`config.mk`:
```
export PLATFORM = sky130hd
export DESIGN_NAME = cursor_array_list_engine_top
export DESIGN_NICKNAME = d
export VERILOG_FILES = /design/src/rtl/cale_pkg.sv /design/src/rtl/cale_ctrl.sv /design/src/rtl/cursor_array_list_engine_top.sv
export SDC_FILE = /design/constraint.sdc
export NUM_CORES = 2
export LEC_CHECK = 0
export BUFFER_PORTS_ARGS = -buffer_cell sky130_fd_sc_hd__buf_2
export CORE_UTILIZATION = 35
export CTS_BUF_LIST = sky130_fd_sc_hd__clkbuf_4 sky130_fd_sc_hd__clkbuf_8 sky130_fd_sc_hd__clkbuf_16
export DETAILED_ROUTE_END_ITERATION = 8
export SLEW_MARGIN = 20
export SYNTH_ARGS = -nofsm -noshare
export SYNTH_HDL_FRONTEND = slang
export SYNTH_SLANG_ARGS = --single-unit
```
`constraint.sdc`:
```
create_clock -name aclk -period 6.3 [get_ports aclk]
set_clock_uncertainty 0.15 [all_clocks]
set_input_delay 0.315 -clock aclk [delete_from_list [all_inputs] [get_ports aclk]]
set_output_delay 0.315 -clock aclk [all_outputs]
set_load 0.02 [all_outputs]
```
`src/rtl/cale_pkg.sv`:
```
// shared types and constants of the cursor array list engine
package cale_pkg;

    localparam int DEF_CAPACITY   = 64;
    localparam int DEF_DATA_WIDTH = 32;

    localparam int ITEM_W   = 32;
    localparam int POS_W    = 6;
    localparam int VALUE_W  = 32;
    localparam int MATCH_W  = 6;
    localparam int LENGTH_W = 7;
    localparam int CURSOR_W = 6;

    typedef enum logic [3:0] {
        FN_APPEND = 4'd0,
        FN_INSERT = 4'd1,
        FN_ERASE  = 4'd2,
        FN_FIND   = 4'd3,
        FN_BEGIN  = 4'd4,
        FN_END    = 4'd5,
        FN_PREV   = 4'd6,
        FN_NEXT   = 4'd7,
        FN_SETPOS = 4'd8,
        FN_READ   = 4'd9,
        FN_CLEAR  = 4'd10
    } func_t;

    typedef enum logic [1:0] {
        ST_OK      = 2'd0,
        ST_FULL    = 2'd1,
        ST_EMPTY   = 2'd2,
        ST_IGNORED = 2'd3
    } status_t;

    typedef struct packed {
        logic [CURSOR_W-1:0] cursor_now;
        logic [LENGTH_W-1:0] list_length;
        status_t             status;
        logic [MATCH_W-1:0]  match_index;
        logic                found;
        logic [VALUE_W-1:0]  value;
    } result_t;

endpackage

```
`src/rtl/cale_ctrl.sv`:
```
// list sequencer: entry store, walk counter with compare, cursor and length
module cale_ctrl #(
    parameter int CAPACITY   = 64,
    parameter int DATA_WIDTH = 32
) (
    input  logic                                aclk,
    input  logic                                aresetn,
    input  logic                                s_valid,
    output logic                                s_ready,
    input  cale_pkg::func_t                     s_func,
    input  logic [cale_pkg::ITEM_W-1:0]         s_item,
    input  logic [cale_pkg::POS_W-1:0]          s_position,
    output logic                                res_valid,
    input  logic                                res_ready,
    output cale_pkg::result_t                   res
);
    import cale_pkg::*;

    localparam int AW = $clog2(CAPACITY);
    localparam int LW = $clog2(CAPACITY + 1);
    localparam int PW = (LW > POS_W) ? LW : POS_W;

    typedef enum logic [2:0] {
        S_IDLE,
        S_INS,
        S_INS_PUT,
        S_ERS_HEAD,
        S_ERS,
        S_FIND,
        S_READ,
        S_DONE
    } state_t;

    state_t                state_reg;
    logic [LW-1:0]         length_reg;
    logic [AW-1:0]         cursor_reg;
    logic [AW-1:0]         walk_reg;
    logic [DATA_WIDTH-1:0] item_reg;
    logic [VALUE_W-1:0]    value_reg;
    logic                  found_reg;
    logic [MATCH_W-1:0]    match_reg;
    status_t               status_reg;

    logic [DATA_WIDTH-1:0] mem [CAPACITY];
    logic [DATA_WIDTH-1:0] rd_data_reg;

    logic                  accept;
    logic [DATA_WIDTH-1:0] item_in;
    logic                  full;
    logic                  empty;
    logic                  at_end;
    logic                  cursor_last;
    logic                  next_ok;
    logic                  pos_ok;
    logic                  walk_last;
    logic                  hit;
    logic                  wr_en;
    logic [AW-1:0]         wr_addr;
    logic [DATA_WIDTH-1:0] wr_data;
    logic                  rd_en;
    logic [AW-1:0]         rd_addr;

    assign accept      = s_valid && (state_reg == S_IDLE);
    assign s_ready     = (state_reg == S_IDLE);
    assign item_in     = DATA_WIDTH'(s_item);
    assign full        = (length_reg == LW'(CAPACITY));
    assign empty       = (length_reg == '0);
    assign at_end      = (LW'(cursor_reg) == length_reg);
    assign cursor_last = (LW'(LW'(cursor_reg) + LW'(1)) == length_reg);
    assign next_ok     = (LW'(LW'(cursor_reg) + LW'(1)) < length_reg);
    assign pos_ok      = (PW'(s_position) < PW'(length_reg));
    assign walk_last   = (LW'(LW'(walk_reg) + LW'(1)) == length_reg);
    assign hit         = (rd_data_reg == item_reg);

    // memory port control
    always_comb begin
        wr_en   = 1'b0;
        wr_addr = cursor_reg;
        wr_data = rd_data_reg;
        rd_en   = 1'b0;
        rd_addr = walk_reg;
        unique case (state_reg)
            S_IDLE: begin
                if (accept) begin
                    unique case (s_func)
                        FN_APPEND: begin
                            if (!full) begin
                                wr_en   = 1'b1;
                                wr_addr = AW'(length_reg);
                                wr_data = item_in;
                            end
                        end
                        FN_INSERT: begin
                            if (!full) begin
                                if (at_end) begin
                                    wr_en   = 1'b1;
                                    wr_addr = cursor_reg;
                                    wr_data = item_in;
                                end else begin
                                    rd_en   = 1'b1;
                                    rd_addr = AW'(length_reg - LW'(1));
                                end
                            end
                        end
                        FN_ERASE, FN_READ: begin
                            if (!empty) begin
                                rd_en   = 1'b1;
                                rd_addr = cursor_reg;
                            end
                        end
                        FN_FIND: begin
                            if (!empty) begin
                                rd_en   = 1'b1;
                                rd_addr = '0;
                            end
                        end
                        default: ;
                    endcase
                end
            end
            S_INS: begin
                wr_en   = 1'b1;
                wr_addr = walk_reg + AW'(1);
                wr_data = rd_data_reg;
                if (walk_reg != cursor_reg) begin
                    rd_en   = 1'b1;
                    rd_addr = walk_reg - AW'(1);
                end
            end
            S_INS_PUT: begin
                wr_en   = 1'b1;
                wr_addr = cursor_reg;
                wr_data = item_reg;
            end
            S_ERS_HEAD: begin
                if (!cursor_last) begin
                    rd_en   = 1'b1;
                    rd_addr = cursor_reg + AW'(1);
                end
            end
            S_ERS: begin
                wr_en   = 1'b1;
                wr_addr = walk_reg - AW'(1);
                wr_data = rd_data_reg;
                if (!walk_last) begin
                    rd_en   = 1'b1;
                    rd_addr = walk_reg + AW'(1);
                end
            end
            S_FIND: begin
                if (!hit && !walk_last) begin
                    rd_en   = 1'b1;
                    rd_addr = walk_reg + AW'(1);
                end
            end
            default: ;
        endcase
    end

    always_ff @(posedge aclk) begin
        if (wr_en) begin
            mem[wr_addr] <= wr_data;
        end
        if (rd_en) begin
            rd_data_reg <= mem[rd_addr];
        end
    end

    always_ff @(posedge aclk) begin
        if (!aresetn) begin
            state_reg  <= S_IDLE;
            length_reg <= '0;
            cursor_reg <= '0;
        end else begin
            unique case (state_reg)
                S_IDLE: begin
                    if (accept) begin
                        value_reg  <= '0;
                        found_reg  <= 1'b0;
                        match_reg  <= '0;
                        status_reg <= ST_OK;
                        item_reg   <= item_in;
                        state_reg  <= S_DONE;
                        unique case (s_func)
                            FN_APPEND: begin
                                if (full) begin
                                    status_reg <= ST_FULL;
                                end else begin
                                    length_reg <= length_reg + LW'(1);
                                end
                            end
                            FN_INSERT: begin
                                if (full) begin
                                    status_reg <= ST_FULL;
                                end else if (at_end) begin
                                    length_reg <= length_reg + LW'(1);
                                end else begin
                                    walk_reg  <= AW'(length_reg - LW'(1));
                                    state_reg <= S_INS;
                                end
                            end
                            FN_ERASE: begin
                                if (empty) begin
                                    status_reg <= ST_EMPTY;
                                end else begin
                                    state_reg <= S_ERS_HEAD;
                                end
                            end
                            FN_FIND: begin
                                if (empty) begin
                                    status_reg <= ST_EMPTY;
                                end else begin
                                    walk_reg  <= '0;
                                    state_reg <= S_FIND;
                                end
                            end
                            FN_BEGIN: begin
                                cursor_reg <= '0;
                            end
                            FN_END: begin
                                cursor_reg <= empty ? '0 : AW'(length_reg - LW'(1));
                            end
                            FN_PREV: begin
                                if (cursor_reg != '0) begin
                                    cursor_reg <= cursor_reg - AW'(1);
                                end
                            end
                            FN_NEXT: begin
                                if (next_ok) begin
                                    cursor_reg <= cursor_reg + AW'(1);
                                end
                            end
                            FN_SETPOS: begin
                                if (pos_ok) begin
                                    cursor_reg <= AW'(s_position);
                                end else begin
                                    status_reg <= ST_IGNORED;
                                end
                            end
                            FN_READ: begin
                                if (empty) begin
                                    status_reg <= ST_EMPTY;
                                end else begin
                                    state_reg <= S_READ;
                                end
                            end
                            FN_CLEAR: begin
                                length_reg <= '0;
                                cursor_reg <= '0;
                            end
                            default: begin
                                status_reg <= ST_IGNORED;
                            end
                        endcase
                    end
                end
                S_INS: begin
                    if (walk_reg == cursor_reg) begin
                        state_reg <= S_INS_PUT;
                    end else begin
                        walk_reg <= walk_reg - AW'(1);
                    end
                end
                S_INS_PUT: begin
                    length_reg <= length_reg + LW'(1);
                    state_reg  <= S_DONE;
                end
                S_ERS_HEAD: begin
                    value_reg <= VALUE_W'(rd_data_reg);
                    if (cursor_last) begin
                        if (length_reg != LW'(1)) begin
                            cursor_reg <= cursor_reg - AW'(1);
                        end
                        length_reg <= length_reg - LW'(1);
                        state_reg  <= S_DONE;
                    end else begin
                        walk_reg  <= cursor_reg + AW'(1);
                        state_reg <= S_ERS;
                    end
                end
                S_ERS: begin
                    if (walk_last) begin
                        length_reg <= length_reg - LW'(1);
                        state_reg  <= S_DONE;
                    end else begin
                        walk_reg <= walk_reg + AW'(1);
                    end
                end
                S_FIND: begin
                    if (hit) begin
                        found_reg <= 1'b1;
                        match_reg <= MATCH_W'(walk_reg);
                        state_reg <= S_DONE;
                    end else if (walk_last) begin
                        state_reg <= S_DONE;
                    end else begin
                        walk_reg <= walk_reg + AW'(1);
                    end
                end
                S_READ: begin
                    value_reg <= VALUE_W'(rd_data_reg);
                    state_reg <= S_DONE;
                end
                S_DONE: begin
                    if (res_ready) begin
                        state_reg <= S_IDLE;
                    end
                end
                default: begin
                    state_reg <= S_IDLE;
                end
            endcase
        end
    end

    assign res_valid = (state_reg == S_DONE);

    always_comb begin
        res.value       = value_reg;
        res.found       = found_reg;
        res.match_index = match_reg;
        res.status      = status_reg;
        res.list_length = LENGTH_W'(length_reg);
        res.cursor_now  = CURSOR_W'(cursor_reg);
    end

    a_length_cap: assert property (@(posedge aclk) disable iff (!aresetn)
        length_reg <= LW'(CAPACITY))
        else $error("list length above capacity");

    a_cursor_empty: assert property (@(posedge aclk) disable iff (!aresetn)
        (length_reg == '0) |-> (cursor_reg == '0))
        else $error("cursor off zero on empty list");

    a_cursor_range: assert property (@(posedge aclk) disable iff (!aresetn)
        (length_reg != '0) |-> (LW'(cursor_reg) < length_reg))
        else $error("cursor beyond list end");

    a_ins_walk: assert property (@(posedge aclk) disable iff (!aresetn)
        (state_reg == S_INS) |-> (walk_reg >= cursor_reg))
        else $error("insert walk passed the cursor");

    a_scan_walk: assert property (@(posedge aclk) disable iff (!aresetn)
        (state_reg == S_FIND || state_reg == S_ERS) |-> (LW'(walk_reg) < length_reg))
        else $error("scan walk beyond list end");

endmodule

```
`src/rtl/cursor_array_list_engine_top.sv`:
```
// simple cursor and append requests go from accept to S_DONE and then to the output register
// insert shifts entries up to open the cursor slot, erase shifts later entries down, find scans from 0
// one request at a time: the entry store walk, one entry per cycle, sets the rate
// a result waits in the output register while the next request is taken
// reset clears length and cursor at once; the entry store is not cleared
module cursor_array_list_engine_top #(
    parameter int CAPACITY   = cale_pkg::DEF_CAPACITY,
    parameter int DATA_WIDTH = cale_pkg::DEF_DATA_WIDTH
) (
    input  logic        aclk,
    input  logic        aresetn,
    input  logic        s_tvalid,
    output logic        s_tready,
    input  logic [39:0] s_tdata,   // item[31:0], position[37:32], zero[39:38]
    input  logic [3:0]  s_tuser,   // func[3:0]
    output logic        m_tvalid,
    input  logic        m_tready,
    output logic [55:0] m_tdata    // value[31:0], found[32], match_index[38:33],
                                   // status[40:39], list_length[47:41],
                                   // cursor_now[53:48], zero[55:54]
);
    import cale_pkg::*;

    logic    res_valid;
    logic    res_ready;
    result_t res;
    logic    out_valid_reg;
    result_t out_reg;

    cale_ctrl #(
        .CAPACITY   (CAPACITY),
        .DATA_WIDTH (DATA_WIDTH)
    ) u_ctrl (
        .aclk       (aclk),
        .aresetn    (aresetn),
        .s_valid    (s_tvalid),
        .s_ready    (s_tready),
        .s_func     (func_t'(s_tuser)),
        .s_item     (s_tdata[31:0]),
        .s_position (s_tdata[37:32]),
        .res_valid  (res_valid),
        .res_ready  (res_ready),
        .res        (res)
    );

    assign res_ready = !out_valid_reg || m_tready;

    always_ff @(posedge aclk) begin
        if (!aresetn) begin
            out_valid_reg <= 1'b0;
        end else begin
            if (res_ready) begin
                out_valid_reg <= res_valid;
            end
        end
    end

    always_ff @(posedge aclk) begin
        if (res_ready && res_valid) begin
            out_reg <= res;
        end
    end

    assign m_tvalid = out_valid_reg;
    assign m_tdata  = {2'b00, out_reg.cursor_now, out_reg.list_length, out_reg.status,
                       out_reg.match_index, out_reg.found, out_reg.value};

endmodule
```
==> results.ini <==
[timing]
hold_viol=0
tightest_slew_ns=1.10
final-max-slew-violation-count=0
hold_ws_ns=0.0554
tns_ns=0
setup_viol=0
fmax_mhz=164
period_needed_ns=6.09
grt_setup_unrepaired=false
timing.final.crit_share_pct=96.7
relSlewSlack_pct=26.4

[drt]
first_pass_iters=8
routed_wl_mm=278
drt_iter0_drc=7041
drc=0
wl_per_cell_um=27.1
detail-route-antenna-nets=0
vias=58500
vias_per_cell=5.71

[cells_and_area]
layout_commonest_cell=edfxtp_1
largest_register_ffs=2048
final_cell_mix=edfxtp_1 (2213), nand2_1 (957), a21oi_1 (567), buf_4 (343), mux2i_1 (323)
drive_gt1_share_pct=15.6
area_growth_pct=18.1
fill_cells=23100
largest-register=u_ctrl.mem
final_nets=6734

[synthesis]
synth.cell_area_um2=90500
ys.flop_type=edfxtp_1
yosysUniqueCellTypes=88
synth_edf_count=2213
avgSynthCellArea_um2=14.4
synthCells=6288
async_flop_share_pct=0
ys_ff_latch=2230
yosysWarnings=0
ys_seq_area_share_pct=73.8

[run_status]
status=complete, no violations

[critical_path]
critPathArrivalTime_ns=6.56
worstPathRequired_ns=6.77
criticalPathCategory=flip-flop to flip-flop
crit_fanout=28
endpoint_kind=flip-flop
reg2reg_setup_slack_ns=0.21
cp-start-kind=flip-flop

[global_routing]
track_usage_pct=20.8
antenna_found_initial=6
grt_max_degree=124
grt_pass1_wl_mm=399
grt_overflow=0
grt_pass1_vias=56000

[floorplanning]
die_h_um=511
die-area_um2=261000
floorplan.initialDensity_pct=35.2
die_width_um=511
rows=186
ioPinCount=106
core_area_um2=257000

[cts]
cts.sinks=2230
clk_path_buf_depth=3
root_buffer=clkbuf_16
ctsHtreeMaxLevel=4
clk_pin_slew_ns=0.07
cts_buffers=219
clock_latency_ns=0.88
cts_tree=built

[job]
cap_violations=0

[placed_design]
portBuffers=101
gp_congestion=0.896
place_hpwl_mm=165

[hold_path]
hp-class=input pin to flip-flop

==> metrics by stage <==
step           util, %  instance area, µm²  setup slack, ns  cells
3_3_place_gp      38.5               98800            0.118   9777
2_1_floorplan        -               90500           0.0788   6289
5_1_grt           41.6              107000           0.0197  10200
3_5_place_dp      38.5               98800           0.0698   9777
6_report          41.6              107000            0.208  10200
4_1_cts           41.5              107000           0.0289  10200
==> area by class of cell <==
class,count,area [µm²],share of cell area [%]
clock inverters,147,1580,1.48
diodes,6,15.0,0.0140
multi-input cells,3594,22600,21.2
inverters,26,97.6,0.0913
flip-flops and latches,2230,66800,62.5
well taps,3384,4230,3.96
clock buffers,266,5870,5.49
repair buffers,595,5650,5.29
==> worst max-delay path, cell delays in order, from the launching register on <==
cell and delay [ns]:
dfxtp_1 0.54, inv_1 0.23, ha_1 0.40, ha_1 0.32
nand3_1 0.21, or2_0 0.40, a31oi_1 0.36, o311ai_2 0.25
a2111oi_4 0.44, a21boi_2 0.17, nand2_8 0.30, buf_12 0.25
buf_4 0.38, mux2_2 0.39, o22ai_1 0.18, o21ai_0 0.18
a31oi_2 0.37, buf_4 0.21, a211oi_1 0.05
==> cell families after synthesis <==
kind of cell / synth area share (%)
and+or+nand+nor: 8.33
AOI/OAI and AO/OA: 10.8
xor gates and xnor gates: 0.687
other: 0.00414
adders and majority gates: 0.276
muxes: 3.81
buffers and inverters: 2.35
DFF: 73.8
==> what timing repair did <==
action | in CTS | in global routing
setup buffers | 0 | 0
endpoints found under the hold margin | 60 | 0
gates resized for setup | 0 | 5
setup endpoints to repair | 0 | 4
hold buffers | 48 | 0
==> worst paths after layout <==
check / startpoint / to / cells past startpoint
worst max-delay path: u_ctrl.cursor_reg[1] / u_ctrl.rd_data_reg[2] / 18
worst max register to register: u_ctrl.cursor_reg[1] / u_ctrl.rd_data_reg[2] / 18
worst min register to register: u_ctrl.value_reg[31] / m_tdata[31] / 0
worst min-delay path: s_tdata[23] / u_ctrl.item_reg[23] / 2
==> per-layer routing <==
metal	routed length [µm]	track usage, %	vias to the layer above
li1	-	-	25300
met1	114000	28.4	29900
met2	128000	32.7	2843
met3	26200	4.17	454
met4	9710	7.42	0
met5	0	0	-
==> Yosys cell counts (9+ instances only) <==
library cell  instances  area share (%)
inv_1                23           0.095
a22o_1               26            0.25
a21boi_0             10           0.083
or3_1                23            0.16
a32o_1                9            0.10
dfxtp_1              17            0.38
mux2i_1             323             3.6
o22ai_1              62            0.43
and4b_1               9            0.10
a21o_1               12            0.10
a31oi_1              25            0.17
nor2_1              176            0.73
a21oi_1             569             3.1
xor2_1               14            0.14
o31ai_1               9           0.075
a311oi_1             24            0.23
ha_1                 20            0.28
nand3_1             193             1.1
clkbuf_1            173            0.72
and3_1               83            0.57
o211ai_1             18            0.15
a32oi_1              30            0.29
edfxtp_1           2213              73
o21ai_0             150            0.83
nand2_1             961             4.0
a221oi_1            244             2.4
xnor2_1              57            0.55
a22oi_1             137             1.1
nor3_1               91            0.50
buf_4                31            0.26
and4_1               16            0.15
nor4_1               31            0.21
nand4_1              42            0.29
a211oi_1             47            0.39
nand2b_1             12           0.083
a211o_1               9           0.087
buf_2               192             1.1
buf_1                39            0.16
mux2_2               19            0.24
Power is not shown: default switching activity piles up to over one toggle a cycle in this logic, so the estimate is an artifact.
